[config.mk]
export PLATFORM = sky130hd
export DESIGN_NAME = bdme_front
export DESIGN_NICKNAME = d
export VERILOG_FILES = /design/src/rtl/core/bdme_pkg.sv /design/src/rtl/core/bdme_front.sv
export SDC_FILE = /design/constraint.sdc
export NUM_CORES = 1
export LEC_CHECK = 0
export BUFFER_PORTS_ARGS = -buffer_cell sky130_fd_sc_hd__buf_2
export CAP_MARGIN = 15
export CORE_MARGIN = 2
export CORE_UTILIZATION = 50
export DETAILED_ROUTE_END_ITERATION = 12
export PLACE_DENSITY = 0.71
export SYNTH_ARGS = -nofsm -noshare
export SYNTH_HDL_FRONTEND = slang
export SYNTH_SLANG_ARGS = --single-unit
[constraint.sdc]
create_clock -name clk_i -period 20.9 [get_ports clk_i]
set_input_delay 4.18 -clock clk_i [delete_from_list [all_inputs] [get_ports clk_i]]
set_output_delay 4.18 -clock clk_i [all_outputs]
set_load 0.005 [all_outputs]
[src/rtl/core/bdme_pkg.sv]
// ----------------------------------------------------------------------------
// bdme_pkg - shared types and constants
// Register codes, configuration bundle, state encodings and saturation limits
// for the birth-death master equation right-hand-side block.
// ----------------------------------------------------------------------------
package bdme_pkg;

  localparam int unsigned MAX_LEN_DEF   = 64;
  localparam int unsigned MAX_EXTRA_DEF = 16;
  localparam int unsigned QUEUE_DEPTH   = 4;

  localparam int unsigned XW     = 33;  // probability, Q1.32
  localparam int unsigned WSW    = 48;  // weighted sum, Q16.32
  localparam int unsigned OUTW   = 64;  // result, Q32.32
  localparam int unsigned CFG_AW = 3;
  localparam int unsigned CFG_DW = 32;

  localparam logic [OUTW-1:0] POS_SAT = 64'h7FFF_FFFF_FFFF_FFFF;
  localparam logic [OUTW-1:0] NEG_SAT = 64'h8000_0000_0000_0000;

  typedef enum logic [CFG_AW-1:0] {
    REG_BIRTH_RATE  = 3'd0,
    REG_DEATH_RATE  = 3'd1,
    REG_CARRY_CAP   = 3'd2,
    REG_ACTIVE_LEN  = 3'd3,
    REG_EXTRA_COUNT = 3'd4
  } cfg_reg_e;

  localparam logic [31:0] BIRTH_RATE_RST  = 32'd16777216;
  localparam logic [31:0] DEATH_RATE_RST  = 32'd0;
  localparam logic [31:0] CARRY_CAP_RST   = 32'd6553600;
  localparam logic [6:0]  ACTIVE_LEN_RST  = 7'd64;
  localparam logic [4:0]  EXTRA_COUNT_RST = 5'd1;
  localparam logic [31:0] CARRY_CAP_MIN   = 32'd65536;

  typedef struct packed {
    logic [31:0] birth_rate;
    logic [31:0] death_rate;
    logic [31:0] carrying_capacity;
    logic [6:0]  active_length;
    logic [4:0]  extra_count;
  } cfg_t;

  typedef enum logic [1:0] {
    SL_LOAD,
    SL_RUN,
    SL_DONE
  } slope_state_e;

  typedef enum logic [3:0] {
    BK_IDLE,
    BK_NEXT,
    BK_LAM_A,
    BK_LAM_B,
    BK_TLOAD,
    BK_TMUL,
    BK_TACC,
    BK_DOUT,
    BK_RINIT,
    BK_RDIV,
    BK_RFIN,
    BK_ROUT
  } back_state_e;

endpackage

[src/rtl/core/bdme_front.sv]
// ----------------------------------------------------------------------------
// bdme_front - input side
// Accepts probability beats, tracks position and weighted sum, marks the end
// of a pass and recomputes the birth-rate slope after every register write.
// ----------------------------------------------------------------------------
module bdme_front
  import bdme_pkg::*;
#(
  parameter int unsigned MAX_LEN   = MAX_LEN_DEF,
  parameter int unsigned MAX_EXTRA = MAX_EXTRA_DEF,
  parameter int unsigned IDXW      = $clog2(MAX_LEN),
  parameter int unsigned EXW       = $clog2(MAX_EXTRA + 2),
  parameter int unsigned EW        = 1 + EXW + IDXW + WSW + 3 * XW
) (
  input  logic                  clk_i,
  input  logic                  rst_ni,
  input  cfg_t                  cfg_i,
  input  logic                  cfg_we_i,
  input  logic                  in_valid_i,
  output logic                  in_ready_o,
  input  logic signed [XW-1:0]  in_x_i,
  output logic                  push_o,
  output logic [EW-1:0]         push_data_o,
  input  logic                  full_i,
  output logic signed [WSW-1:0] slope_o
);

  localparam int unsigned LENW = $clog2(MAX_LEN + 1);
  localparam int unsigned PRW  = IDXW + 1 + XW;
  localparam logic signed [WSW+1:0] WS_MAX = (WSW+2)'({1'b0, {(WSW-1){1'b1}}});
  localparam logic signed [WSW+1:0] WS_MIN = -WS_MAX - (WSW+2)'(1);

  typedef struct packed {
    logic                  last;
    logic [EXW-1:0]        extra;
    logic [IDXW-1:0]       idx;
    logic signed [WSW-1:0] ws;
    logic signed [XW-1:0]  older;
    logic signed [XW-1:0]  newer;
    logic signed [XW-1:0]  x;
  } entry_t;

  logic [IDXW-1:0]       idx_q;
  logic signed [XW-1:0]  older_q, newer_q;
  logic signed [WSW-1:0] ws_q;
  logic [LENW-1:0]       len_c;
  logic [EXW-1:0]        extra_c;
  logic                  is_last, accept, slope_ready;
  logic signed [PRW-1:0] tx_prod;
  logic signed [WSW+1:0] ws_sum;
  logic signed [WSW-1:0] ws_sat;
  entry_t                entry;

  always_comb begin
    if (32'(cfg_i.active_length) > 32'(MAX_LEN)) begin
      len_c = LENW'(MAX_LEN);
    end else if (cfg_i.active_length < 7'd2) begin
      len_c = LENW'(2);
    end else begin
      len_c = LENW'(cfg_i.active_length);
    end
    if (32'(cfg_i.extra_count) > 32'(MAX_EXTRA)) begin
      extra_c = EXW'(MAX_EXTRA);
    end else begin
      extra_c = EXW'(cfg_i.extra_count);
    end
  end

  assign is_last = ((LENW+1)'(idx_q) + (LENW+1)'(1)) >= (LENW+1)'(len_c);

  // index times probability, then saturate the running sum
  assign tx_prod = $signed({1'b0, idx_q}) * in_x_i;
  assign ws_sum  = (WSW+2)'(ws_q) + (WSW+2)'(tx_prod);

  always_comb begin
    if (ws_sum > WS_MAX) begin
      ws_sat = WSW'(WS_MAX);
    end else if (ws_sum < WS_MIN) begin
      ws_sat = WSW'(WS_MIN);
    end else begin
      ws_sat = WSW'(ws_sum);
    end
  end

  assign in_ready_o = slope_ready && !full_i;
  assign accept     = in_valid_i && in_ready_o;

  always_comb begin
    entry.last  = is_last;
    entry.extra = extra_c;
    entry.idx   = idx_q;
    entry.ws    = ws_sat;
    entry.older = older_q;
    entry.newer = newer_q;
    entry.x     = in_x_i;
  end

  assign push_o      = accept;
  assign push_data_o = entry;

  always_ff @(posedge clk_i or negedge rst_ni) begin
    if (!rst_ni) begin
      idx_q   <= '0;
      older_q <= '0;
      newer_q <= '0;
      ws_q    <= '0;
    end else if (accept) begin
      if (is_last) begin
        idx_q   <= '0;
        older_q <= '0;
        newer_q <= '0;
        ws_q    <= '0;
      end else begin
        idx_q   <= idx_q + IDXW'(1);
        older_q <= newer_q;
        newer_q <= in_x_i;
        ws_q    <= ws_sat;
      end
    end
  end

  // slope = (la - mu) * 2^24 / K, magnitude truncated, restoring division
  slope_state_e     sl_state_q, sl_state_d;
  logic [55:0]      dvd_q;
  logic [31:0]      rem_q;
  logic [47:0]      quo_q;
  logic [5:0]       scnt_q;
  logic             sneg_q;
  logic signed [WSW-1:0] slope_q;
  logic signed [32:0] diff;
  logic [31:0]      diff_mag, k_eff;
  logic [32:0]      rem_n;
  logic             rem_ge;

  assign diff     = $signed({1'b0, cfg_i.birth_rate}) - $signed({1'b0, cfg_i.death_rate});
  assign diff_mag = diff[32] ? 32'(-diff) : 32'(diff);
  assign k_eff    = (cfg_i.carrying_capacity < CARRY_CAP_MIN) ? CARRY_CAP_MIN
                                                              : cfg_i.carrying_capacity;
  assign rem_n    = {rem_q, dvd_q[55]};
  assign rem_ge   = rem_n >= {1'b0, k_eff};
  assign slope_ready = (sl_state_q == SL_DONE);
  assign slope_o     = slope_q;

  always_comb begin
    sl_state_d = sl_state_q;
    unique case (sl_state_q)
      SL_LOAD: sl_state_d = SL_RUN;
      SL_RUN:  if (scnt_q == 6'd55) sl_state_d = SL_DONE;
      SL_DONE: sl_state_d = SL_DONE;
      default: sl_state_d = SL_LOAD;
    endcase
    if (cfg_we_i) begin
      sl_state_d = SL_LOAD;
    end
  end

  always_ff @(posedge clk_i or negedge rst_ni) begin
    if (!rst_ni) begin
      sl_state_q <= SL_LOAD;
    end else begin
      sl_state_q <= sl_state_d;
    end
  end

  always_ff @(posedge clk_i) begin
    unique case (sl_state_q)
      SL_LOAD: begin
        dvd_q  <= {diff_mag, 24'b0};
        rem_q  <= '0;
        quo_q  <= '0;
        scnt_q <= '0;
        sneg_q <= diff[32];
      end
      SL_RUN: begin
        dvd_q  <= {dvd_q[54:0], 1'b0};
        rem_q  <= rem_ge ? 32'(rem_n - {1'b0, k_eff}) : 32'(rem_n);
        quo_q  <= {quo_q[46:0], rem_ge};
        scnt_q <= scnt_q + 6'd1;
        if (scnt_q == 6'd55) begin
          slope_q <= sneg_q ? -$signed({quo_q[46:0], rem_ge})
                            : $signed({quo_q[46:0], rem_ge});
        end
      end
      default: begin
      end
    endcase
  end

endmodule

==> run summary <==
The run finished with clean final reports. The worst clock skew came out at 0.0277 ns. Core utilization of the finished layout: 0.565. In this run the tool buffered the top-level ports with 354 buffer cells. By area the synthesized netlist is led by sky130_fd_sc_hd__edfxtp_1 (19%), sky130_fd_sc_hd__fa_1 (15%), sky130_fd_sc_hd__dfrtp_1 (11%).

The tools report the met2 track utilization from global routing as 0.401. For the finished layout, the period the worst path requires is 14.64 ns. Counting instances in the post-synthesis netlist gives the leading cell types as sky130_fd_sc_hd__nand2_1 (417), sky130_fd_sc_hd__inv_1 (399), sky130_fd_sc_hd__fa_1 (202). Compared with the post-synthesis result, the final layout area differs by 12.3%. STA classifies the critical path startpoint as an input pin. Power spread over the standard cell area amounts to 154 nW/um^2. The instance area at placement is 29000 sq um, and the Yosys warning count is 0. For the count of filler cells inserted in the layout, the log shows 4701.

Synthesized instance count: 2967. The average cell area after synthesis was 9.08 sq um. Wires add up to 70700 um.

The finished layout holds 3935 standard cells, fillers aside. IR analysis of the VDD net gives a maximum drop of 229 uV. The tools report the H-tree level count as 2.

The critical path is of the in2out type. The floorplan has 85 rows. The mapped netlist covers 26900 sq um.

The cell sitting at the root of the clock tree is a sky130_fd_sc_hd__clkbuf_16. For the starting density of the core, the log shows 0.503. Hold repair after CTS inserted 0 buffers. The detailed-route vias per instance came out at 5.61. Of all cell types, the one taking the most synthesized area is sky130_fd_sc_hd__edfxtp_1.

For the worst slew margin relative to its limit, the log shows 0.341. TritonCTS built the clock tree. The run gives 3870 as the number of placed cells counting well taps. The aggregate global routing overflow is 0, and the via count of the first global-routing pass is 22039. For the number of hold violations in the final report, the log shows 0. The relative contribution of combinational cells to total power was 0.637; the met1 usage in global routing was 0.362. In the synthesized netlist the dominant register cell turns out to be sky130_fd_sc_hd__edfxtp_1. Yosys mapped a number of flops with a built-in enable equal to 166.

Setup violations remaining at the end of the flow were counted as 0. The final layout contains 3730 nets. Gates resized during post-CTS repair numbered 0. For this design the static power due to leakage is 14.4 nW.

Fraction of layout instances using a drive strength above 1: 0.145. The total clock buffers created by CTS is 35. The share of flip-flops with an asynchronous set or reset after synthesis is 0.424. Entering global routing, the biggest net connects 113 pins. The critical-path maximum fanout was 20. STA puts the critical path data required time at 16.72 ns. The internal cell power is 0.00242 W. The final route contains 22071 vias. The arrival time of data at the critical path endpoint came out at 10.46 ns. In the final layout, the multi-input gates occupy 16700 sq um.

The sequential standard cell area came out at 8040 sq um. Counting along the longest clock path gives a buffer depth of 3. Clock-pin slew was measured on the worst setup and hold paths at 0.06 ns. The run gives 0.0427 as the global-route met3 utilization.

The floorplan die area was 55700 sq um. The clock network fraction of design power was 0.140; the number of distinct library cells after synthesis was 87. Adding up every negative setup slack in the final design gives 0 ns. Max-cap violations in this run came to 0.

After legalization and detailed placement, the total HPWL measured 52300 um. For the number of pins with negative max-slew slack in the final report, the log shows 0. The number of nets handed over by synthesis was 3485. Once layout is done, the placed cells without fillers occupy 30200 sq um. The count of nets left with antenna violations once routing finished came out at 0. The total power consumption of the routed design is 0.00464 W.

In this run, synthesis produced a sequential element count of 288. The switching share of power was 0.478; the fmax was 68.3 MHz. The post-route fraction of the period consumed by the critical path was 0.700; the share of power burned in registers was 0.223.

The portion of synthesized cell area occupied by the leading cell type was 0.185; the slew at the pin closest to its max-slew limit was 0.989 ns. Path type of the worst min-delay path: reg2reg. Buffers added to address setup during post-CTS repair amount to 0.

The most heavily used metal layer in global routing was met2. Clock insertion delay at the later pin of the skew report: 0.56 ns. sky130_fd_sc_hd__nand2_1 is the most common cell in the netlist. For the post-synthesis sequential area ratio, the log shows 0.298. The run gives 0.254 as the global-route usage over all layers. The first-pass GRT wire length came out at 115000 um. STA classifies the critical path endpoint as an output port. The clock net in this run drives a total of 288 sinks. 355 I/O pins were placed. In this run the horizontal extent of the chip is 236 um.

The detailed router finished its first iteration with 1523 violations. The congestion estimate from routability-driven global placement came to 0.915. After floorplanning, the core was sized to cover 53500 sq um. Number of iterations in the first detailed-routing pass: 7. The analysis attributes to net switching a power of 0.00222 W. Initial antenna violation count: 2. In this run the vertical extent of the chip is 236 um.

After detailed routing, the average wire length per cell comes to 18.0 um. For this run, design rule violations remaining after detail routing come to 0. Setup repair after global routing left no endpoint under its margin.
==> cell families (layout without fill, tap and decap cells) <==
group                      after synthesis  in the layout  synth area share
and+or+nand+nor                        900            900             0.158
AOI/OAI and AO/OA                      622            622             0.156
buffers and inverters                  568            838            0.0847
adders and majority gates              412            412             0.244
DFF                                    288            288             0.298
xor gates and xnor gates               169            169            0.0550
muxes                                    8              8           0.00335
other                                    0              2                 0
==> cells in the final DEF, fill, tap and decap left out, types with 13 or more instances in the layout <==
cell type,n
sky130_fd_sc_hd__nand2_1,415
sky130_fd_sc_hd__inv_1,398
sky130_fd_sc_hd__buf_2,353
sky130_fd_sc_hd__fa_1,202
sky130_fd_sc_hd__o21ai_0,170
sky130_fd_sc_hd__ha_1,169
sky130_fd_sc_hd__edfxtp_1,166
sky130_fd_sc_hd__and2_1,150
sky130_fd_sc_hd__a21oi_1,124
sky130_fd_sc_hd__xnor2_1,123
sky130_fd_sc_hd__dfrtp_1,122
sky130_fd_sc_hd__nor2_1,117
sky130_fd_sc_hd__a21o_1,70
sky130_fd_sc_hd__a221o_1,51
sky130_fd_sc_hd__nand3_1,50
sky130_fd_sc_hd__xor2_1,46
sky130_fd_sc_hd__maj3_1,40
sky130_fd_sc_hd__clkbuf_16,35
sky130_fd_sc_hd__or3_1,30
sky130_fd_sc_hd__o31ai_1,29
sky130_fd_sc_hd__nor3_1,26
sky130_fd_sc_hd__o21a_1,22
sky130_fd_sc_hd__a31oi_1,21
sky130_fd_sc_hd__buf_4,21
sky130_fd_sc_hd__o41ai_1,20
sky130_fd_sc_hd__nor4_1,17
sky130_fd_sc_hd__a211oi_1,16
sky130_fd_sc_hd__and3_1,14
sky130_fd_sc_hd__nand4_1,13
==> state kept, by name (all words and copies together) (netlist names), 32 cells and up <==
signal,count
older_q,33
newer_q,33
quo_q,47
dvd_q,32
rem_q,32
ws_q,48
slope_o,48
==> worst max-delay path: stages <==
cell and delay [ns]:
sky130_fd_sc_hd__buf_2 0.17, sky130_fd_sc_hd__nand2_1 0.17, sky130_fd_sc_hd__inv_1 0.08, sky130_fd_sc_hd__fa_1 0.51, sky130_fd_sc_hd__inv_1 0.12, sky130_fd_sc_hd__fa_1 0.56, sky130_fd_sc_hd__inv_1 0.06, sky130_fd_sc_hd__fa_1 0.53
sky130_fd_sc_hd__inv_1 0.06, sky130_fd_sc_hd__fa_1 0.54, sky130_fd_sc_hd__inv_1 0.04, sky130_fd_sc_hd__ha_1 0.43, sky130_fd_sc_hd__and4_1 0.25, sky130_fd_sc_hd__nand2_1 0.13, sky130_fd_sc_hd__nor2_1 0.22, sky130_fd_sc_hd__nand3_1 0.13
sky130_fd_sc_hd__a2111oi_2 0.60, sky130_fd_sc_hd__or4_1 0.20, sky130_fd_sc_hd__and4_1 0.68, sky130_fd_sc_hd__and2_0 0.42, sky130_fd_sc_hd__a21oi_1 0.11, sky130_fd_sc_hd__nor2_1 0.11, sky130_fd_sc_hd__buf_2 0.12
==> power by group through the flow <==
| stage | sequential [W] | combinational, W | clock (W) |
|---|---|---|---|
| finish | 0.00104 | 0.00296 | 0.000650 |
| global route | 0.00106 | 0.00329 | 0.000682 |
| CTS | 0.00104 | 0.00296 | 0.000663 |
| detailed placement | 0.00104 | 0.00293 | 0 |
| global placement | 0.00103 | 0.00286 | 0 |
| floorplan | 0.00101 | 0.00200 | 0 |
==> final timing paths <==
check	slack, ns	cells past startpoint	start	endpoint
setup reg to reg	13.45	22	idx_q[1]$_DFFE_PN0P_	ws_q[36]$_DFFE_PN0P_
hold reg to reg	0.48	2	older_q[29]$_DFFE_PN0P_	older_q[29]$_DFFE_PN0P_
min in group asynchronous	3.70	1	rst_ni	newer_q[20]$_DFFE_PN0P_
max in group asynchronous	15.72	2	rst_ni	sl_state_q[1]$_DFFE_PN0P_
setup / recovery	6.26	23	in_x_i[32]	push_data_o[138]
hold / removal	0.48	2	older_q[29]$_DFFE_PN0P_	older_q[29]$_DFFE_PN0P_
==> layer usage <==
metal  part of all wire  wire [um]
met2               0.45      32000
met5                  0          0
met1               0.45      32000
met3              0.070       4980
met4              0.026       1820
==> metrics by stage <==
step                setup WS [ns]  hold WS [ns]
floorplan                    7.51         0.473
global placement             6.53         0.457
detailed placement           6.29         0.466
CTS                          6.27         0.479
global route                 5.83         0.495
finish                       6.26         0.476
==> area by class of cell <==
cell class / count / share of cell area
Inverter: 401 / 0.0498
Antenna cell: 2 / 0.000166
Multi-Input combinational cell: 2111 / 0.551
Timing Repair Buffer: 375 / 0.0646
Clock buffer: 41 / 0.0300
Clock inverter: 21 / 0.00981
Tap cell: 696 / 0.0288
Sequential cell: 288 / 0.266
No activity file was read; power rests on OpenSTA's default activity.
