<file path="config.mk">
export PLATFORM = sky130hd
export DESIGN_NAME = bdme_back
export DESIGN_NICKNAME = d
export VERILOG_FILES = /design/src/rtl/core/bdme_pkg.sv /design/src/rtl/core/bdme_back.sv
export SDC_FILE = /design/constraint.sdc
export NUM_CORES = 2
export LEC_CHECK = 0
export BUFFER_PORTS_ARGS = -buffer_cell sky130_fd_sc_hd__buf_4
export CELL_PAD_IN_SITES_DETAIL_PLACEMENT = 1
export CELL_PAD_IN_SITES_GLOBAL_PLACEMENT = 2
export CORE_MARGIN = 2
export CORE_UTILIZATION = 37
export CTS_CLUSTER_DIAMETER = 120
export CTS_CLUSTER_SIZE = 12
export DETAILED_ROUTE_END_ITERATION = 6
export PLACE_DENSITY = 0.77
export SYNTH_ARGS = -nofsm -noshare
export SYNTH_HDL_FRONTEND = slang
export SYNTH_SLANG_ARGS = --single-unit
</file>
<file path="constraint.sdc">
create_clock -name clk_i -period 15.06 [get_ports clk_i]
set_input_delay 3.765 -clock clk_i [delete_from_list [all_inputs] [get_ports clk_i]]
set_output_delay 3.765 -clock clk_i [all_outputs]
set_load 0.03 [all_outputs]
</file>
<file path="src/rtl/core/bdme_pkg.sv">
// ----------------------------------------------------------------------------
// bdme_pkg - shared types and constants
// Register codes, configuration bundle, state encodings and saturation limits
// for the birth-death master equation right-hand-side block.
// ----------------------------------------------------------------------------
package bdme_pkg;

  localparam int unsigned MAX_LEN_DEF   = 64;
  localparam int unsigned MAX_EXTRA_DEF = 16;
  localparam int unsigned QUEUE_DEPTH   = 4;

  localparam int unsigned XW     = 33;  // probability, Q1.32
  localparam int unsigned WSW    = 48;  // weighted sum, Q16.32
  localparam int unsigned OUTW   = 64;  // result, Q32.32
  localparam int unsigned CFG_AW = 3;
  localparam int unsigned CFG_DW = 32;

  localparam logic [OUTW-1:0] POS_SAT = 64'h7FFF_FFFF_FFFF_FFFF;
  localparam logic [OUTW-1:0] NEG_SAT = 64'h8000_0000_0000_0000;

  typedef enum logic [CFG_AW-1:0] {
    REG_BIRTH_RATE  = 3'd0,
    REG_DEATH_RATE  = 3'd1,
    REG_CARRY_CAP   = 3'd2,
    REG_ACTIVE_LEN  = 3'd3,
    REG_EXTRA_COUNT = 3'd4
  } cfg_reg_e;

  localparam logic [31:0] BIRTH_RATE_RST  = 32'd16777216;
  localparam logic [31:0] DEATH_RATE_RST  = 32'd0;
  localparam logic [31:0] CARRY_CAP_RST   = 32'd6553600;
  localparam logic [6:0]  ACTIVE_LEN_RST  = 7'd64;
  localparam logic [4:0]  EXTRA_COUNT_RST = 5'd1;
  localparam logic [31:0] CARRY_CAP_MIN   = 32'd65536;

  typedef struct packed {
    logic [31:0] birth_rate;
    logic [31:0] death_rate;
    logic [31:0] carrying_capacity;
    logic [6:0]  active_length;
    logic [4:0]  extra_count;
  } cfg_t;

  typedef enum logic [1:0] {
    SL_LOAD,
    SL_RUN,
    SL_DONE
  } slope_state_e;

  typedef enum logic [3:0] {
    BK_IDLE,
    BK_NEXT,
    BK_LAM_A,
    BK_LAM_B,
    BK_TLOAD,
    BK_TMUL,
    BK_TACC,
    BK_DOUT,
    BK_RINIT,
    BK_RDIV,
    BK_RFIN,
    BK_ROUT
  } back_state_e;

endpackage

</file>
<file path="src/rtl/core/bdme_back.sv">
// ----------------------------------------------------------------------------
// bdme_back - arithmetic side
// Works through queued beats: three-point stencil derivatives on a shared
// radix-16 serial multiplier, and the trailing mu over weighted-sum terms.
// ----------------------------------------------------------------------------
module bdme_back
  import bdme_pkg::*;
#(
  parameter int unsigned MAX_LEN   = MAX_LEN_DEF,
  parameter int unsigned MAX_EXTRA = MAX_EXTRA_DEF,
  parameter int unsigned IDXW      = $clog2(MAX_LEN),
  parameter int unsigned EXW       = $clog2(MAX_EXTRA + 2),
  parameter int unsigned EW        = 1 + EXW + IDXW + WSW + 3 * XW
) (
  input  logic                  clk_i,
  input  logic                  rst_ni,
  input  cfg_t                  cfg_i,
  input  logic signed [WSW-1:0] slope_i,
  input  logic                  q_valid_i,
  input  logic [EW-1:0]         q_data_i,
  output logic                  pop_o,
  output logic                  out_valid_o,
  input  logic                  out_ready_i,
  output logic [OUTW-1:0]       out_data_o,
  output logic                  out_rate_o,
  output logic                  out_dz_o,
  output logic                  out_last_o
);

  localparam int unsigned FW   = IDXW + 2;
  localparam int unsigned SW   = XW + FW;
  localparam int unsigned ND   = (SW + 3) / 4;
  localparam int unsigned MAGW = ND * 4;
  localparam int unsigned DCW  = $clog2(ND + 1);

  typedef struct packed {
    logic                  last;
    logic [EXW-1:0]        extra;
    logic [IDXW-1:0]       idx;
    logic signed [WSW-1:0] ws;
    logic signed [XW-1:0]  older;
    logic signed [XW-1:0]  newer;
    logic signed [XW-1:0]  x;
  } entry_t;

  back_state_e state_q, state_d;

  entry_t                entry_q;
  logic                  pend_a_q, pend_b_q, pend_r_q;
  logic [IDXW-1:0]       job_k_q;
  logic signed [XW-1:0]  job_xm_q, job_x0_q, job_xp_q;
  logic                  job_last_q;
  logic [63:0]           lam_k_q, coef3_q, coef_q;
  logic [1:0]            tsel_q;
  logic [MAGW-1:0]       mag_q;
  logic                  neg_q;
  logic [127:0]          prod_q, acc_q;
  logic [DCW-1:0]        dcnt_q;
  logic [WSW-1:0]        rem_q, div_d_q;
  logic [71:0]           dvd_q;
  logic [63:0]           quo_q;
  logic                  over_q;
  logic [6:0]            rcnt_q;
  logic [63:0]           rate_val_q;
  logic                  rate_dz_q;
  logic [EXW-1:0]        left_q;
  logic                  out_valid_q, out_rate_q, out_dz_q, out_last_q;
  logic [OUTW-1:0]       out_data_q;

  logic                  out_free;
  logic signed [FW-1:0]  kx, fac_l, fac_t;
  logic signed [FW+WSW-1:0] sl_prod;
  logic signed [63:0]    lam_raw;
  logic [63:0]           lam_v, mu64, coef_t;
  logic signed [XW-1:0]  x_t;
  logic signed [SW-1:0]  s_t, s_neg;
  logic [67:0]           pp;
  logic [95:0]           shifted;
  logic [OUTW-1:0]       deriv_sat;
  logic [WSW:0]          rrem_n;
  logic                  rge;
  logic [WSW-1:0]        ws_abs;
  logic [63:0]           rate_fin;

  entry_t q_entry;
  assign q_entry = q_data_i;

  assign out_free = !out_valid_q || out_ready_i;
  assign mu64     = {24'b0, cfg_i.death_rate, 8'b0};
  assign kx       = $signed({2'b00, job_k_q});

  // birth rate at the current index: max(0, la - slope*(j-1))
  assign fac_l   = (state_q == BK_LAM_A) ? kx - FW'(1) : kx;
  assign sl_prod = slope_i * fac_l;
  assign lam_raw = $signed({24'b0, cfg_i.birth_rate, 8'b0}) - 64'(sl_prod);
  assign lam_v   = lam_raw[63] ? 64'd0 : lam_raw;

  always_comb begin
    case (tsel_q)
      2'd0: begin
        fac_t  = kx - FW'(1);
        x_t    = job_xm_q;
        coef_t = lam_k_q;
      end
      2'd1: begin
        fac_t  = kx + FW'(1);
        x_t    = job_xp_q;
        coef_t = mu64;
      end
      default: begin
        fac_t  = kx;
        x_t    = job_x0_q;
        coef_t = coef3_q;
      end
    endcase
  end

  assign s_t   = fac_t * x_t;
  assign s_neg = -s_t;
  assign pp    = 68'(coef_q) * 68'(mag_q[MAGW-1 -: 4]);

  // drop 32 fraction bits, saturate to 64
  assign shifted   = acc_q[127:32];
  assign deriv_sat = ((&shifted[95:63]) || !(|shifted[95:63])) ? shifted[63:0]
                   : (acc_q[127] ? NEG_SAT : POS_SAT);

  assign ws_abs = entry_q.ws[WSW-1] ? WSW'(-entry_q.ws) : WSW'(entry_q.ws);
  assign rrem_n = {rem_q, dvd_q[71]};
  assign rge    = rrem_n >= {1'b0, div_d_q};

  always_comb begin
    if (!entry_q.ws[WSW-1]) begin
      rate_fin = (over_q || quo_q > POS_SAT) ? POS_SAT : quo_q;
    end else begin
      rate_fin = (over_q || quo_q > NEG_SAT) ? NEG_SAT : 64'(-quo_q);
    end
  end

  always_comb begin
    state_d = state_q;
    pop_o   = 1'b0;
    unique case (state_q)
      BK_IDLE: begin
        if (q_valid_i) begin
          pop_o   = 1'b1;
          state_d = BK_NEXT;
        end
      end
      BK_NEXT: begin
        if (pend_a_q || pend_b_q) begin
          state_d = BK_LAM_A;
        end else if (pend_r_q) begin
          state_d = BK_RINIT;
        end else begin
          state_d = BK_IDLE;
        end
      end
      BK_LAM_A: state_d = BK_LAM_B;
      BK_LAM_B: state_d = BK_TLOAD;
      BK_TLOAD: state_d = BK_TMUL;
      BK_TMUL:  if (dcnt_q == DCW'(ND - 1)) state_d = BK_TACC;
      BK_TACC:  state_d = (tsel_q == 2'd2) ? BK_DOUT : BK_TLOAD;
      BK_DOUT:  if (out_free) state_d = BK_NEXT;
      BK_RINIT: state_d = (entry_q.ws == '0) ? BK_ROUT : BK_RDIV;
      BK_RDIV:  if (rcnt_q == 7'd71) state_d = BK_RFIN;
      BK_RFIN:  state_d = BK_ROUT;
      BK_ROUT:  if (out_free && left_q == EXW'(1)) state_d = BK_NEXT;
      default:  state_d = BK_IDLE;
    endcase
  end

  always_ff @(posedge clk_i or negedge rst_ni) begin
    if (!rst_ni) begin
      state_q     <= BK_IDLE;
      pend_a_q    <= 1'b0;
      pend_b_q    <= 1'b0;
      pend_r_q    <= 1'b0;
      out_valid_q <= 1'b0;
    end else begin
      state_q <= state_d;
      // load a new result beat, else drop the one just taken
      if ((state_q == BK_DOUT || state_q == BK_ROUT) && out_free) begin
        out_valid_q <= 1'b1;
      end else if (out_ready_i) begin
        out_valid_q <= 1'b0;
      end
      case (state_q)
        BK_IDLE: begin
          if (q_valid_i) begin
            pend_a_q <= (q_entry.idx != '0);
            pend_b_q <= q_entry.last;
            pend_r_q <= q_entry.last && (q_entry.extra != '0);
          end
        end
        BK_NEXT: begin
          if (pend_a_q) begin
            pend_a_q <= 1'b0;
          end else if (pend_b_q) begin
            pend_b_q <= 1'b0;
          end else begin
            pend_r_q <= 1'b0;
          end
        end
        default: begin
        end
      endcase
    end
  end

  always_ff @(posedge clk_i) begin
    case (state_q)
      BK_IDLE: begin
        if (q_valid_i) entry_q <= q_entry;
      end
      BK_NEXT: begin
        if (pend_a_q) begin
          job_k_q    <= entry_q.idx - IDXW'(1);
          job_xm_q   <= entry_q.older;
          job_x0_q   <= entry_q.newer;
          job_xp_q   <= entry_q.x;
          job_last_q <= 1'b0;
        end else if (pend_b_q) begin
          job_k_q    <= entry_q.idx;
          job_xm_q   <= entry_q.newer;
          job_x0_q   <= entry_q.x;
          job_xp_q   <= '0;
          job_last_q <= (entry_q.extra == '0);
        end
      end
      BK_LAM_A: begin
        lam_k_q <= lam_v;
        acc_q   <= '0;
        tsel_q  <= 2'd0;
      end
      BK_LAM_B: coef3_q <= lam_v + mu64;
      BK_TLOAD: begin
        coef_q <= coef_t;
        mag_q  <= MAGW'($unsigned(s_t[SW-1] ? s_neg : s_t));
        neg_q  <= s_t[SW-1] ^ (tsel_q == 2'd2);
        prod_q <= '0;
        dcnt_q <= '0;
      end
      BK_TMUL: begin
        prod_q <= (prod_q << 4) + 128'(pp);
        mag_q  <= mag_q << 4;
        dcnt_q <= dcnt_q + DCW'(1);
      end
      BK_TACC: begin
        acc_q  <= neg_q ? acc_q - prod_q : acc_q + prod_q;
        tsel_q <= tsel_q + 2'd1;
      end
      BK_DOUT: begin
        if (out_free) begin
          out_data_q <= deriv_sat;
          out_rate_q <= 1'b0;
          out_dz_q   <= 1'b0;
          out_last_q <= job_last_q;
        end
      end
      BK_RINIT: begin
        rate_val_q <= POS_SAT;
        rate_dz_q  <= (entry_q.ws == '0);
        left_q     <= entry_q.extra;
        div_d_q    <= ws_abs;
        rem_q      <= '0;
        quo_q      <= '0;
        over_q     <= 1'b0;
        rcnt_q     <= '0;
        dvd_q      <= {cfg_i.death_rate, 40'b0};
      end
      BK_RDIV: begin
        rem_q  <= rge ? WSW'(rrem_n - {1'b0, div_d_q}) : WSW'(rrem_n);
        quo_q  <= {quo_q[62:0], rge};
        over_q <= over_q | quo_q[63];
        dvd_q  <= {dvd_q[70:0], 1'b0};
        rcnt_q <= rcnt_q + 7'd1;
      end
      BK_RFIN: rate_val_q <= rate_fin;
      BK_ROUT: begin
        if (out_free) begin
          out_data_q <= rate_val_q;
          out_rate_q <= 1'b1;
          out_dz_q   <= rate_dz_q;
          out_last_q <= (left_q == EXW'(1));
          left_q     <= left_q - EXW'(1);
        end
      end
      default: begin
      end
    endcase
  end

  assign out_valid_o = out_valid_q;
  assign out_data_o  = out_data_q;
  assign out_rate_o  = out_rate_q;
  assign out_dz_o    = out_dz_q;
  assign out_last_o  = out_last_q;

endmodule

</file>
==> impl_metrics.json <==
{
  "syn_area_per_cell_sq_um": 9.48,
  "arrival_ns": 13.79,
  "vdd_drop_max_mv": 0.0920,
  "drt_iter0_drc": 4188,
  "dieHeight_microns": 506,
  "synthTopCellsByArea": "edfxtp_1 (35%), fa_1 (15%), ha_1 (6.8%)",
  "clock-sinks": 1086,
  "use_met2": 0.365,
  "slew_headroom": 0.116,
  "worstReg2RegStart": "state_q[1]",
  "post-route-min-period_ns": 13.27,
  "cp_max_fo": 8,
  "r2r_cells": 37,
  "cts_buffers": 101,
  "ys_async_sr_fraction": 0.00737,
  "drtPass1Iterations": 6,
  "status": "completed",
  "start_kind": "primary input",
  "fmax_mhz": 75.3,
  "ant_nets": 0,
  "std_cell_rows": 184,
  "cts_tree": "yes",
  "top_usage_layer": "met2",
  "synth_top_cell_by_area": "edfxtp_1",
  "syn_area_sq_um": 93200,
  "synth_flop_cell": "edfxtp_1",
  "tightest_slew_ns": 1.31,
  "cts_root_buffer": "clkbuf_16",
  "synthAdderAreaFrac": 0.218,
  "finClkSkew_ns": 0.0686,
  "reg2reg_to": "coef3_q[54]",
  "grt_max_degree": 217,
  "whs_path_depth": 2,
  "cpMaxStageDelayCell": "o31ai_1",
  "syn-instance-count": 9826,
  "path_clk_slew_ns": 0.07,
  "yosysTopAreaCellShare": 0.347,
  "yosysWarnings": 0,
  "final-hold-violation-count": 0,
  "drc": 0,
  "clock_latency_ns": 0.79,
  "drt-wirelength-per-cell_microns": 21.2,
  "die-area_sq_um": 256000,
  "worst-path-buf-inv": 4,
  "synth.area.mux_share": 0.0130,
  "core-area_sq_um": 251000,
  "post-route-period-util": 0.881,
  "cpPeakStageDelay_ns": 0.64,
  "synth_nets": 11400,
  "ys_types": 88,
  "grt_pass1_wl_mm": 444,
  "grtUsageMet1": 0.298,
  "powerDensity_nw_per_um2": 94.2,
  "area_delta_synth_final_pct": 9.43,
  "vias": 71500,
  "yosysSeqAreaShare": 0.350,
  "via_per_inst": 5.39,
  "cp_top_family": "compound AO/OA/AOI/OAI gates",
  "drive_gt1_frac": 0.0726,
  "initial_core_util": 0.371,
  "nets": 11400,
  "hpwlAfterDp_mm": 219,
  "r2r_slack_ns": 1.89,
  "ctsHoldBuffers": 0,
  "use_met3": 0.0231,
  "synth_seq_cells": 1086,
  "gp_congestion": 0.883,
  "synth_edf_count": 1078,
  "endpoint_kind": "flop",
  "setup_viol": 0,
  "synth_top_family_by_area": "adder cells",
  "grt_pass1_vias": 77000,
  "critical_path.most_common_cell": "fa_1",
  "boundaryPins": 388,
  "grt.total_usage": 0.217,
  "grt_remaining_overflow": 0,
  "die_width_microns": 506,
  "place_inst": 13100,
  "port_buffers": 343,
  "grt_setup_unrepaired": "no",
  "holdCritStartpoint": "dvd_q[44]",
  "synth-simple-area-share": 0.172,
  "maxSlewViolCount": 0,
  "p_leak_nw": 41.2,
  "fin_tns_setup_ns": 0,
  "synthXorXnorAreaFrac": 0.0601,
  "hold_class": "flop to flop",
  "worstPathRequired_ns": 15.57,
  "maxCapViolCount": 0,
  "drt-total-wl_mm": 281,
  "cts_resized": 0,
  "stdcell_count": 13300,
  "holdPathEnd": "dvd_q[45]",
  "critPathKind": "primary input to flop",
  "clk_path_buf_depth": 3,
  "synth_compound_area_frac": 0.129,
  "cts_setup_buffers": 0,
  "cts_htree_levels": 3,
  "antenna_found_initial": 26
}
## cell families after synthesis
family                     Yosys count
and+or+nand+nor                   3410
AOI/OAI and AO/OA                 1926
buffers and inverters             1448
adders and majority gates         1205
DFF                               1086
xor gates and xnor gates           639
muxes                              112
## cells in the mapped netlist, types with 69 or more instances
cell      count
and2_1      333
or3_1        71
nor4_1       75
o21bai_1     73
xor2_1      185
mux2_2       69
o21ai_0     427
fa_1        699
a31oi_1      73
nand3_1     131
nand2_1    1130
clkbuf_1    450
a21o_1      226
and3_1      133
ha_1        506
a21oi_1     660
nor3_1      181
edfxtp_1   1078
nand4_1     157
xnor2_1     453
inv_1       971
nor2_1      954
## stage by stage
stage / total power, W / worst slack, ns / hold WS, ns / area [sq um] / util
after global routing: 0.0102 / 1.13 / 0.536 / 102000 / 0.406
after detailed placement: 0.00725 / 0.835 / 0.494 / 99200 / 0.395
after global placement: 0.00716 / 0.927 / 0.487 / 99200 / 0.395
after floorplan: 0.00618 / 0.355 / 0.462 / 93200 / -
final: 0.00961 / 1.79 / 0.510 / 102000 / 0.406
after CTS: 0.00970 / 1.63 / 0.511 / 102000 / 0.406
## placed cells by master (no fill, tap or decap), types with 157 or more instances in the layout
master / netlist / layout
nand2_1: 1130 / 1127
edfxtp_1: 1078 / 1078
inv_1: 971 / 970
nor2_1: 954 / 947
fa_1: 699 / 699
a21oi_1: 660 / 657
ha_1: 506 / 504
xnor2_1: 453 / 447
buf_4: 0 / 432
o21ai_0: 427 / 425
and2_1: 333 / 332
a21o_1: 226 / 226
xor2_1: 185 / 183
nor3_1: 181 / 174
nand4_1: 157 / 157
## worst max-delay path by stage
stage / startpoint / to / slack, ns / depth (start not counted)
after floorplan: state_q[1] / coef3_q[49] / 0.36 / 40
after global placement: slope_i[4] / coef3_q[54] / 0.93 / 34
after detailed placement: slope_i[8] / coef3_q[54] / 0.84 / 35
after CTS: slope_i[8] / coef3_q[54] / 1.63 / 35
after global routing: slope_i[8] / coef3_q[54] / 1.13 / 35
final: slope_i[4] / coef3_q[54] / 1.79 / 34
## tightest hold or removal path, delay by kind of cell (launching register included)
family,cells,cell delay [ns]
flops,1,0.34
simple gates,2,0.11
## metal layers
layer / part of all wire / up-vias
met5: 0.00073 / -
met1: 0.47 / 36200
met4: 0.023 / 30
met3: 0.035 / 326
li1: - / 33800
met2: 0.47 / 1101
## power by group
part | switching, W | internal (W)
clock network | 0.00120 | 0.00122
logic | 0.00225 | 0.00142
registers | 0.00000000000000000000835 | 0.00352
## cell type report
cell class | instances | area [sq um]
fillers | 28500 | 149000
multi-input cells | 7292 | 55500
flip-flops and latches | 1086 | 32600
well taps | 3348 | 4190
inverters | 971 | 3650
repair buffers | 435 | 3300
clock buffers | 118 | 2610
clock inverters | 11 | 151
diodes | 3 | 7.51
## state kept, by name, summed over array words and instances, names as in the netlist, 56 cells and up
register    count
coef3_q        57
coef_q         57
out_data_o     64
quo_q          64
rate_val_q     64
prod_q        128
entry_q       158
acc_q         128
lam_k_q        56
No activity file was read; power rests on OpenSTA's default activity.
