==> src/rtl/core/bdme_pkg.sv <==
// ----------------------------------------------------------------------------
// bdme_pkg - shared types and constants
// Register codes, configuration bundle, state encodings and saturation limits
// for the birth-death master equation right-hand-side block.
// ----------------------------------------------------------------------------
package bdme_pkg;

  localparam int unsigned MAX_LEN_DEF   = 64;
  localparam int unsigned MAX_EXTRA_DEF = 16;
  localparam int unsigned QUEUE_DEPTH   = 4;

  localparam int unsigned XW     = 33;  // probability, Q1.32
  localparam int unsigned WSW    = 48;  // weighted sum, Q16.32
  localparam int unsigned OUTW   = 64;  // result, Q32.32
  localparam int unsigned CFG_AW = 3;
  localparam int unsigned CFG_DW = 32;

  localparam logic [OUTW-1:0] POS_SAT = 64'h7FFF_FFFF_FFFF_FFFF;
  localparam logic [OUTW-1:0] NEG_SAT = 64'h8000_0000_0000_0000;

  typedef enum logic [CFG_AW-1:0] {
    REG_BIRTH_RATE  = 3'd0,
    REG_DEATH_RATE  = 3'd1,
    REG_CARRY_CAP   = 3'd2,
    REG_ACTIVE_LEN  = 3'd3,
    REG_EXTRA_COUNT = 3'd4
  } cfg_reg_e;

  localparam logic [31:0] BIRTH_RATE_RST  = 32'd16777216;
  localparam logic [31:0] DEATH_RATE_RST  = 32'd0;
  localparam logic [31:0] CARRY_CAP_RST   = 32'd6553600;
  localparam logic [6:0]  ACTIVE_LEN_RST  = 7'd64;
  localparam logic [4:0]  EXTRA_COUNT_RST = 5'd1;
  localparam logic [31:0] CARRY_CAP_MIN   = 32'd65536;

  typedef struct packed {
    logic [31:0] birth_rate;
    logic [31:0] death_rate;
    logic [31:0] carrying_capacity;
    logic [6:0]  active_length;
    logic [4:0]  extra_count;
  } cfg_t;

  typedef enum logic [1:0] {
    SL_LOAD,
    SL_RUN,
    SL_DONE
  } slope_state_e;

  typedef enum logic [3:0] {
    BK_IDLE,
    BK_NEXT,
    BK_LAM_A,
    BK_LAM_B,
    BK_TLOAD,
    BK_TMUL,
    BK_TACC,
    BK_DOUT,
    BK_RINIT,
    BK_RDIV,
    BK_RFIN,
    BK_ROUT
  } back_state_e;

endpackage

==> src/rtl/core/bdme_queue.sv <==
// ----------------------------------------------------------------------------
// bdme_queue - short register queue
// Holds classified beats between the front and the back end.
// ----------------------------------------------------------------------------
module bdme_queue
  import bdme_pkg::*;
#(
  parameter int unsigned WIDTH = 8,
  parameter int unsigned DEPTH = QUEUE_DEPTH
) (
  input  logic             clk_i,
  input  logic             rst_ni,
  input  logic             push_i,
  input  logic [WIDTH-1:0] data_i,
  output logic             full_o,
  input  logic             pop_i,
  output logic             valid_o,
  output logic [WIDTH-1:0] data_o
);

  localparam int unsigned PW = (DEPTH > 1) ? $clog2(DEPTH) : 1;
  localparam int unsigned CW = $clog2(DEPTH + 1);

  logic [WIDTH-1:0] slot_q [DEPTH];
  logic [PW-1:0]    wr_q, rd_q;
  logic [CW-1:0]    cnt_q;
  logic             do_push, do_pop;

  assign full_o  = (cnt_q == CW'(DEPTH));
  assign valid_o = (cnt_q != '0);
  assign data_o  = slot_q[rd_q];
  assign do_push = push_i && !full_o;
  assign do_pop  = pop_i && valid_o;

  always_ff @(posedge clk_i) begin
    if (do_push) begin
      slot_q[wr_q] <= data_i;
    end
  end

  always_ff @(posedge clk_i or negedge rst_ni) begin
    if (!rst_ni) begin
      wr_q  <= '0;
      rd_q  <= '0;
      cnt_q <= '0;
    end else begin
      if (do_push) begin
        wr_q <= (wr_q == PW'(DEPTH - 1)) ? '0 : wr_q + PW'(1);
      end
      if (do_pop) begin
        rd_q <= (rd_q == PW'(DEPTH - 1)) ? '0 : rd_q + PW'(1);
      end
      if (do_push && !do_pop) begin
        cnt_q <= cnt_q + CW'(1);
      end else if (do_pop && !do_push) begin
        cnt_q <= cnt_q - CW'(1);
      end
    end
  end

endmodule

==> config.mk <==
export PLATFORM = sky130hd
export DESIGN_NAME = bdme_queue
export DESIGN_NICKNAME = d
export VERILOG_FILES = /design/src/rtl/core/bdme_pkg.sv /design/src/rtl/core/bdme_queue.sv
export SDC_FILE = /design/constraint.sdc
export NUM_CORES = 1
export LEC_CHECK = 0
export ABC_CLOCK_PERIOD_IN_PS = 2540
export BUFFER_PORTS_ARGS = -buffer_cell sky130_fd_sc_hd__buf_2
export CAP_MARGIN = 0
export CORE_MARGIN = 1.5
export CORE_UTILIZATION = 55
export CTS_CLUSTER_SIZE = 20
export DETAILED_ROUTE_END_ITERATION = 12
export GPL_TIMING_DRIVEN = 0
export PLACE_DENSITY = 0.77
export SLEW_MARGIN = 0
export SYNTH_ARGS = -nofsm -noshare
export SYNTH_HDL_FRONTEND = slang
export SYNTH_SLANG_ARGS = --single-unit
==> constraint.sdc <==
create_clock -name clk_i -period 2.54 [get_ports clk_i]
set_input_delay 0.127 -clock clk_i [delete_from_list [all_inputs] [get_ports clk_i]]
set_output_delay 0.127 -clock clk_i [all_outputs]
set_load 0.02 [all_outputs]
==> results.tsv, run 1 <==
stage	metric	value	unit
status	status	complete, no violations	
synth	synthMuxAreaShare	0.154	
place	place_inst	131	
floorplanning	io_pins	22	
critical_path	cp.arrival	2400	ps
min_path	min_path_type	in -> async	
power_and_ir_drop	leakage	0.000746	uW
synth	ys_seq_elements	39	
place	gp_congestion	0.702	
clocking	cts_tree	done	
global_routing	grt_max_degree	13	
route	drc	0	
sta	worst_slew_margin_rel	0.648	
synth	synthSimpleGateAreaFrac	0.0560	
global_routing	gr-total-overflow	0	
synth	synthXorXnorAreaFrac	0.0161	
final_layout	num_antenna_cells	0	
final_layout	fin_nets	135	
global_routing	antenna_found_initial	0	
route	wl_per_cell	16.8	um
job	cap_violations	0	
clocking	clock_latency	340	ps
critical_path	cp-end-kind	register	
critical_path	path_max_fanout	4	
global_routing	grt_pass1_vias	908	
synth	syn_inst	79	
sta	skew	9.69	ps
place	hpwl	1650	um
place	portBuffers	21	
global_routing	grt_pass1_wl	4200	um
final_layout	final_cells	148	
sta	finalCriticalPeriod	2120	ps
sta	slew_viol_final	0	
critical_path	cp.required	2810	ps
sta	fin_setup_tns	0	ps
route	dr.pass1.iters	4	
clocking	cts_resized	0	
sta	post-route-period-util	0.836	
clocking	post_cts_buffers	0	
synth	syn-num-nets	98	
sta	final_hold_viol_count	0	
synth	ys_warn_count	0	
synth	synth_top_family_by_area	multiplexers	
floorplanning	die_y	57.5	um
synth	avgSynthCellArea	20.7	um2
power_and_ir_drop	ir_drop	0.884	mV
clocking	cts.sinks	39	
clocking	clock_path_buffers	2	
sta	maxClockFrequency	0.471	GHz
route	routed-via-count	807	
floorplanning	coreArea	0.00278	mm2
floorplanning	initial_core_util	0.587	
route	ant_nets	0	
floorplanning	num_rows	19	
global_routing	grtUsageTotal	0.183	
clocking	clk_pin_slew_worst_paths	110	ps
synth	yosysUniqueCellTypes	19	
synth	yosys.area_share.adder	0.0583	
route	initialDrtViolationCount	17	
sta	worst_slew_pin_slew	528	ps
clocking	cts_buffers	5	
critical_path	crit_type	reg -> reg	
clocking	cts-root-buf	clkbuf_4	
critical_path	startpoint_type	register	
synth	netlist_area	0.00163	mm2
sta	rsz0062_at_grt	false	
floorplanning	die-area	0.00330	mm2
sta	setup_viol_count_final	0	
clocking	h-tree-depth	2	
power_and_ir_drop	p_per_area	1100	mW/mm2
final_layout	syn_to_final_growth	18.0	%
route	routed_via_density	5.45	
synth	synth_compound_area_frac	0	
final_layout	drive_above_1_share	0.436	
route	drt-total-wl	2480	um
synth	synth-seq-area-share	0.696	
floorplanning	die_x	57.5	um
-- routing by layer --
metal	vias up	routed length, um	track usage
met4	0	18	0.0897
met1	409	1040	0.223
li1	378	-	-
met5	-	0	0
met3	2	108	0.0680
met2	18	1320	0.291
-- through the flow --
stage / hold WS, ps / power, uW / setup WS [ps] / util / instance area [um2]
2_1_floorplan: -169 / 1600 / 503 / - / 1630
3_3_place_gp: -27.4 / 1780 / 485 / 0.638 / 1780
3_5_place_dp: -25.4 / 1830 / 430 / 0.638 / 1780
4_1_cts: 125 / 2160 / 398 / 0.692 / 1930
5_1_grt: 112 / 2270 / 309 / 0.692 / 1930
6_report: 138 / 2130 / 417 / 0.692 / 1930
-- path summary, 6_finish.rpt --
path,start,endpoint,slack [ps],cells after the start
max,cnt_q[0],cnt_q[2],420,8
min,rst_ni,cnt_q[2],140,2
max reg2reg,cnt_q[0],cnt_q[2],420,8
min reg2reg,cnt_q[2],cnt_q[2],510,1
max in group asynchronous,rst_ni,cnt_q[1],2240,2
min in group clk_i,pop_i,rd_q[1],140,3
-- flip-flops by register name, summed over array words and instances (netlist names) --
signal	flops
slot_q	32
cnt_q	3
rd_q	2
wr_q	2
-- timing repair --
| action | 4_1_cts | 5_1_grt |
|---|---|---|
| hold buffers | 9 | 0 |
| setup endpoints to repair | 0 | 0 |
| hold endpoints to repair | 39 | 0 |
-- report_power, final --
| group | switching [uW] | internal [uW] |
|---|---|---|
| clock network | 193 | 134 |
| logic | 432 | 415 |
| registers | 87.4 | 865 |
| total | 712 | 1410 |
-- cells in the mapped netlist --
library cell / count / share of area
buf_2: 1 / 0.0031
ha_1: 6 / 0.046
mux4_2: 8 / 0.11
and2_2: 4 / 0.018
edfxtp_1: 32 / 0.59
nor2b_2: 1 / 0.0054
dfrtp_1: 7 / 0.11
or3_4: 1 / 0.0069
xor2_1: 2 / 0.011
xnor2_1: 1 / 0.0054
inv_1: 3 / 0.0069
fa_1: 1 / 0.012
mux2_4: 4 / 0.037
mux2_2: 1 / 0.0069
nand2_4: 1 / 0.0069
buf_6: 1 / 0.0069
nor3b_4: 1 / 0.012
nor2_1: 3 / 0.0069
clkbuf_1: 1 / 0.0023
-- critical path: stages, from the launching register on --
cell	delay (ps)
dfrtp_1	480
or3_4	430
nand2_4	100
ha_1	180
inv_1	60
fa_1	370
xor2_1	150
nor2_1	130
xor2_1	160
-- logic make-up after synthesis --
family / after synthesis
and+or+nand+nor: 11
adders and majority gates: 7
xor gates and xnor gates: 3
DFF: 39
buffers and inverters: 6
muxes: 13
-- cells in the final DEF (no fill, tap or decap), types with 2 or more instances in the layout --
master	n
mux2_4	4
ha_1	6
edfxtp_1	32
nor2_1	3
clkbuf_1	2
dfrtp_1	7
inv_1	3
clkbuf_4	5
buf_2	22
mux4_2	8
xor2_1	2
and2_2	4
dlygate4sd3_1	9
-- area by class of cell --
| type | count | area, um2 |
|---|---|---|
| Fill cell | 190 | 856 |
| Timing Repair Buffer | 30 | 195 |
| Inverter | 3 | 11.3 |
| Sequential cell | 39 | 1140 |
| Clock buffer | 7 | 55.1 |
| Multi-Input combinational cell | 34 | 464 |
| Tap cell | 31 | 38.8 |
| Buffer | 3 | 20.0 |
| Clock inverter | 1 | 5.00 |
No activity file was read; power rests on OpenSTA's default activity.
==> run 2, diff against run 1 <==
--- a/config.mk
+++ b/config.mk
@@ -5,7 +5,7 @@
 export SDC_FILE = /design/constraint.sdc
 export NUM_CORES = 1
 export LEC_CHECK = 0
-export ABC_CLOCK_PERIOD_IN_PS = 2540
+export ABC_CLOCK_PERIOD_IN_PS = 2120
 export BUFFER_PORTS_ARGS = -buffer_cell sky130_fd_sc_hd__buf_2
 export CAP_MARGIN = 0
 export CORE_MARGIN = 1.5
==> constraint.sdc (replaced) <==
create_clock -name clk_i -period 2.12 [get_ports clk_i]
set_input_delay 0.106 -clock clk_i [delete_from_list [all_inputs] [get_ports clk_i]]
set_output_delay 0.106 -clock clk_i [all_outputs]
set_load 0.02 [all_outputs]
==> results.tsv, run 2 (synthesis gave the netlist of run 1 again) <==
stage	metric	value	unit	change
sta	worst_slew_pin_slew	526	ps	was 528 ps
global_routing	grt_pass1_vias	908		unchanged
critical_path	crit_chain	buf_4, nor3b_4, nor2b_2, buf_6, ha_4, inv_1, fa_1, mux2_2		was or3_4, nand2_4, ha_1, inv_1, fa_1, xor2_1, nor2_1, xor2_1
global_routing	antenna_found_initial	0		unchanged
sta	setup_viol_count_final	0		unchanged
route	drt-total-wl	2550	um	was 2480 um
clocking	cts_buffers	5		unchanged
min_path	min_path_type	in -> async		unchanged
sta	slew_viol_final	0		unchanged
global_routing	grtUsageTotal	0.183		unchanged
clocking	cts.sinks	39		unchanged
critical_path	cp-end-kind	register		unchanged
clocking	cts_tree	done		unchanged
final_layout	fin_util	0.706		was 0.692
critical_path	path_max_fanout	7		was 4
place	dpl-instance-area	0.00178	mm2	unchanged
final_layout	syn_to_final_growth	20.3	%	was 18.0%
critical_path	startpoint_type	register		unchanged
critical_path	cp.arrival	2240	ps	was 2400 ps
place	gp_congestion	0.702		unchanged
critical_path	cp.required	2350	ps	was 2810 ps
critical_path	worst-path-buf-inv	3		was 1
clocking	clk_pin_slew_worst_paths	110	ps	about the same
final_layout	top_register	slot_q		unchanged
clocking	clock_path_buffers	2		unchanged
clocking	clock_latency	340	ps	about the same
sta	postLayoutSetupSlackWorst	108	ps	was 417 ps
power_and_ir_drop	pwr-share-comb	0.418		was 0.398
clocking	cts-root-buf	clkbuf_4		unchanged
sta	finalCriticalPeriod	2010	ps	was 2120 ps
floorplanning	num_rows	19		unchanged
route	routed_via_density	5.44		was 5.45
final_layout	layout_common_cells	edfxtp_1 (32), buf_2 (22), dlygate4sd3_1 (9)		unchanged
power_and_ir_drop	p_int	1750	uW	was 1410 uW
route	ant_nets	0		unchanged
final_layout	fin_nets	138		was 135
final_layout	final_cells	151		was 148
route	wl_per_cell	16.9	um	was 16.8 um
place	portBuffers	21		unchanged
sta	fin_setup_tns	0	ps	unchanged
power_and_ir_drop	p_per_area	1330	mW/mm2	was 1100 mW/mm2
place	pre_cts_ws	10.3	ps	was 430 ps
route	initialDrtViolationCount	10		was 17
sta	final_hold_viol_count	0		unchanged
critical_path	crit_path_max_incr_delay	450	ps	was 480 ps
sta	skew	9.62	ps	was 9.69 ps
floorplanning	die_x	57.5	um	unchanged
critical_path	slowest_stage	dfrtp_2		was dfrtp_1
sta	post-route-period-util	0.949		was 0.836
final_layout	final_cell_area	0.00196	mm2	was 0.00193 mm2
final_layout	num_antenna_cells	0		unchanged
power_and_ir_drop	ir_drop	1.09	mV	was 0.884 mV
final_layout	largest_reg_flops	32		unchanged
power_and_ir_drop	seq_power_share	0.432		was 0.448
sta	rsz0062_at_grt	false		unchanged
power_and_ir_drop	pwr-share-clk	0.150		was 0.154
power_and_ir_drop	leakage	0.000758	uW	was 0.000746 uW
place	hpwl	1650	um	unchanged
floorplanning	coreArea	0.00278	mm2	unchanged
final_layout	layout_commonest_cell	edfxtp_1		unchanged
final_layout	reg_top3	slot_q x32, cnt_q x3		unchanged
status	status	complete, no violations		unchanged
floorplanning	die-area	0.00330	mm2	unchanged
route	dr.pass1.iters	4		unchanged
floorplanning	initial_core_util	0.587		unchanged
floorplanning	die_y	57.5	um	unchanged
job	cap_violations	0		unchanged
sta	worst_slew_margin_rel	0.649		was 0.648
floorplanning	io_pins	22		unchanged
critical_path	crit_type	reg -> reg		unchanged
critical_path	path_delay_family	adder cells		was simple AND/OR/NAND/NOR gates
global_routing	grt_pass1_wl	4200	um	unchanged
power_and_ir_drop	p_switching	873	uW	was 712 uW
global_routing	grt_max_degree	13		unchanged
sta	maxClockFrequency	0.497	GHz	was 0.471 GHz
power_and_ir_drop	switching_share	0.333		was 0.335
clocking	h-tree-depth	2		unchanged
global_routing	gr-total-overflow	0		unchanged
final_layout	drive_above_1_share	0.475		was 0.436
route	drc	0		unchanged
place	place_inst	131		unchanged
route	routed-via-count	821		was 807
run 2: final timing paths:
path	startpoint	to	slack (ps)	depth (start not counted)
worst min register to register	cnt_q[2]	cnt_q[2]	510	1
worst max-delay path	cnt_q[0]	cnt_q[1]	110	8
min in group clk_i	pop_i	rd_q[1]	130	3
worst max register to register	cnt_q[0]	cnt_q[1]	110	8
worst min-delay path	rst_ni	rd_q[1]	120	2
max in group asynchronous	rst_ni	cnt_q[1]	1820	2
run 2: power by group through the flow:
stage               clock (uW)  sequential, uW  combinational (uW)
global placement             0            1150                 990
CTS                        407            1150                1040
detailed placement           0            1160                1030
floorplan                    0            1130                 783
global route               440            1160                1210
finish                     393            1130                1100
run 2: routing by layer:
metal	global-route usage	wire length, um
met2	0.291	1320
met5	0	0
met1	0.223	1080
met4	0.0897	36
met3	0.0680	106
run 2: per-stage QoR:
step	hold WS [ps]	power (uW)
after global placement	-48.4	2140
after CTS	104	2600
after floorplan	-190	1920
after global routing	91.5	2800
final	119	2620
after detailed placement	-46.4	2190
run 2: final cells by class:
class / count / area, um2
multi-input cells: 34 / 477
plain buffers: 3 / 20.0
repair buffers: 33 / 218
clock inverters: 1 / 5.00
inverters: 3 / 11.3
fillers: 185 / 818
flip-flops and latches: 39 / 1140
clock buffers: 7 / 55.1
well taps: 31 / 38.8
run 2: timing repair:
action / 4_1_cts / 5_1_grt
endpoints found under the setup margin: 1 / 1
setup buffers: 0 / 3
gates cloned: 0 / 0
resized for setup: 1 / 3
hold buffers: 9 / 0
hold endpoints to repair: 39 / 0
pin swaps: 0 / 2
==> run 3, diff against run 2 <==
--- a/config.mk
+++ b/config.mk
@@ -8,7 +8,6 @@
 export ABC_CLOCK_PERIOD_IN_PS = 2120
 export BUFFER_PORTS_ARGS = -buffer_cell sky130_fd_sc_hd__buf_2
 export CAP_MARGIN = 0
-export CORE_MARGIN = 1.5
 export CORE_UTILIZATION = 55
 export CTS_CLUSTER_SIZE = 20
 export DETAILED_ROUTE_END_ITERATION = 12
==> results.tsv, run 3 (synthesis gave the netlist of run 1 again) <==
stage	metric	value	unit	change
final_layout	fill_cells	180		was 185
global_routing	grt_max_degree	13		unchanged
power_and_ir_drop	ir_drop	1.08	mV	was 1.09 mV
clocking	clock_path_buffers	2		unchanged
global_routing	use_met2	0.316		was 0.291
critical_path	cp-end-kind	register		unchanged
power_and_ir_drop	power	2750	uW	was 2620 uW
route	drc	0		unchanged
final_layout	layout_common_cells	edfxtp_1 (32), buf_2 (22), dlygate4sd3_1 (9)		unchanged
critical_path	path_max_fanout	3		was 7
sta	post-route-period-util	0.978		was 0.949
min_path	min_path_type	in -> async		unchanged
critical_path	cp.required	2390	ps	was 2350 ps
place	dpl-instance-area	0.00178	mm2	unchanged
global_routing	busiest_layer	met2		unchanged
place	hpwl	1740	um	was 1650 um
clocking	clock_latency	340	ps	about the same
job	cap_violations	0		unchanged
sta	finalCriticalPeriod	2070	ps	was 2010 ps
route	wl_per_cell	17.7	um	was 16.9 um
sta	fin_setup_tns	0	ps	unchanged
status	status	complete, no violations		unchanged
final_layout	multiInputGateArea	467	um2	was 477 um2
power_and_ir_drop	p_switching	893	uW	was 873 uW
final_layout	top_register	slot_q		unchanged
critical_path	startpoint_type	register		unchanged
final_layout	final_cells	151		unchanged
final_layout	layout_commonest_cell	edfxtp_1		unchanged
global_routing	use_met3	0.0645		was 0.0680
clocking	h-tree-depth	2		unchanged
sta	slew_viol_final	0		unchanged
place	gp_congestion	0.715		was 0.702
clocking	cts.sinks	39		unchanged
clocking	cts-root-buf	clkbuf_4		unchanged
floorplanning	num_rows	19		unchanged
critical_path	cp.arrival	2340	ps	was 2240 ps
sta	final_hold_viol_count	0		unchanged
global_routing	met1_usage	0.223		about the same
final_layout	num_antenna_cells	0		unchanged
critical_path	ff2ff_path_depth	8		unchanged
global_routing	antenna_found_initial	0		unchanged
sta	setup_viol_count_final	0		unchanged
final_layout	final_cell_area	0.00198	mm2	was 0.00196 mm2
floorplanning	die_y	56.5	um	was 57.5 um
clocking	cts_tree	done		unchanged
route	dr.pass1.iters	4		unchanged
clocking	clk_pin_slew_worst_paths	110	ps	about the same
floorplanning	initial_core_util	0.587		unchanged
critical_path	crit_type	reg -> reg		unchanged
sta	worst_slew_pin_slew	573	ps	was 526 ps
route	ant_nets	0		unchanged
global_routing	gr-total-overflow	0		unchanged
final_layout	fin_util	0.712		was 0.706
power_and_ir_drop	switching_share	0.325		was 0.333
power_and_ir_drop	p_int	1860	uW	was 1750 uW
floorplanning	io_pins	22		unchanged
final_layout	syn_to_final_growth	21.3	%	was 20.3%
route	routed_via_density	5.48		was 5.44
floorplanning	die-area	0.00319	mm2	was 0.00330 mm2
sta	maxClockFrequency	0.482	GHz	was 0.497 GHz
floorplanning	die_x	56.5	um	was 57.5 um
global_routing	grt_pass1_wl	4170	um	was 4200 um
sta	skew	6.32	ps	was 9.62 ps
final_layout	drive_above_1_share	0.492		was 0.475
place	portBuffers	21		unchanged
power_and_ir_drop	seq_power_share	0.413		was 0.432
final_layout	final-seq-area	0.00114	mm2	unchanged
route	routed-via-count	828		was 821
final_layout	fin_nets	138		unchanged
place	place_inst	131		unchanged
final_layout	largest_reg_flops	32		unchanged
sta	worst_slew_margin_rel	0.618		was 0.649
route	initialDrtViolationCount	26		was 10
final_layout	reg_top3	slot_q x32, cnt_q x3		unchanged
global_routing	grt_pass1_vias	898		was 908
power_and_ir_drop	p_per_area	1390	mW/mm2	was 1330 mW/mm2
global_routing	grtUsageTotal	0.190		was 0.183
floorplanning	coreArea	0.00278	mm2	unchanged
power_and_ir_drop	pwr-share-clk	0.186		was 0.150
route	drt-total-wl	2680	um	was 2550 um
power_and_ir_drop	pwr-share-comb	0.401		was 0.418
clocking	cts_buffers	5		unchanged
power_and_ir_drop	leakage	0.000769	uW	was 0.000758 uW
run 3: worst paths after layout:
path	startpoint	to	slack (ps)
max in group asynchronous	rst_ni	cnt_q[1]	1820
worst max-delay path	cnt_q[0]	cnt_q[2]	50
worst min register to register	cnt_q[2]	cnt_q[2]	510
worst max register to register	cnt_q[0]	cnt_q[2]	50
worst min-delay path	rst_ni	rd_q[0]	130
min in group clk_i	pop_i	rd_q[0]	130
run 3: power by group through the flow:
stage	clock network, uW	registers (uW)	logic [uW]
final	512	1140	1100
after global routing	563	1150	1190
after CTS	521	1150	1050
after detailed placement	0	1160	1040
after global placement	0	1140	987
after floorplan	0	1130	783
run 3: per-layer routing:
| layer | share of wire | vias up | wire, um |
|---|---|---|---|
| li1 | - | 384 | - |
| met1 | 0.41 | 423 | 1100 |
| met2 | 0.54 | 19 | 1440 |
| met3 | 0.042 | 2 | 113 |
| met4 | 0.0079 | 0 | 21 |
| met5 | 0 | - | 0 |
run 3: metrics by stage:
| stage | hold slack, ps | setup slack [ps] |
|---|---|---|
| after floorplan | -190 | 83.5 |
| after CTS | 118 | 0.526 |
| after detailed placement | -46.8 | 21.9 |
| after global routing | 106 | -30.9 |
| final | 132 | 46.6 |
| after global placement | -54.3 | 59.5 |
run 3: final cells by class:
type / count / area share
buffer: 3 / 0.0101
clock buffer: 6 / 0.0259
clock inverter: 2 / 0.0177
inverter: 3 / 0.00569
multi-input combinational: 34 / 0.236
sequential: 39 / 0.575
tap: 31 / 0.0196
timing repair buffer: 33 / 0.110
run 3: worst max-delay path: stages (launching register included):
cell,delay (ps)
dfrtp_2,450
or3_4,410
nand2_4,110
ha_2,210
inv_2,40
fa_1,370
xor2_1,150
nor2_1,110
xor2_1,160
run 3: timing repair:
action / in CTS / in global routing
setup buffers: 0 / 3
resized for setup: 1 / 3
hold endpoints to repair: 39 / 0
cloned: 0 / 0
endpoints found under the setup margin: 1 / 2
hold buffers: 9 / 0
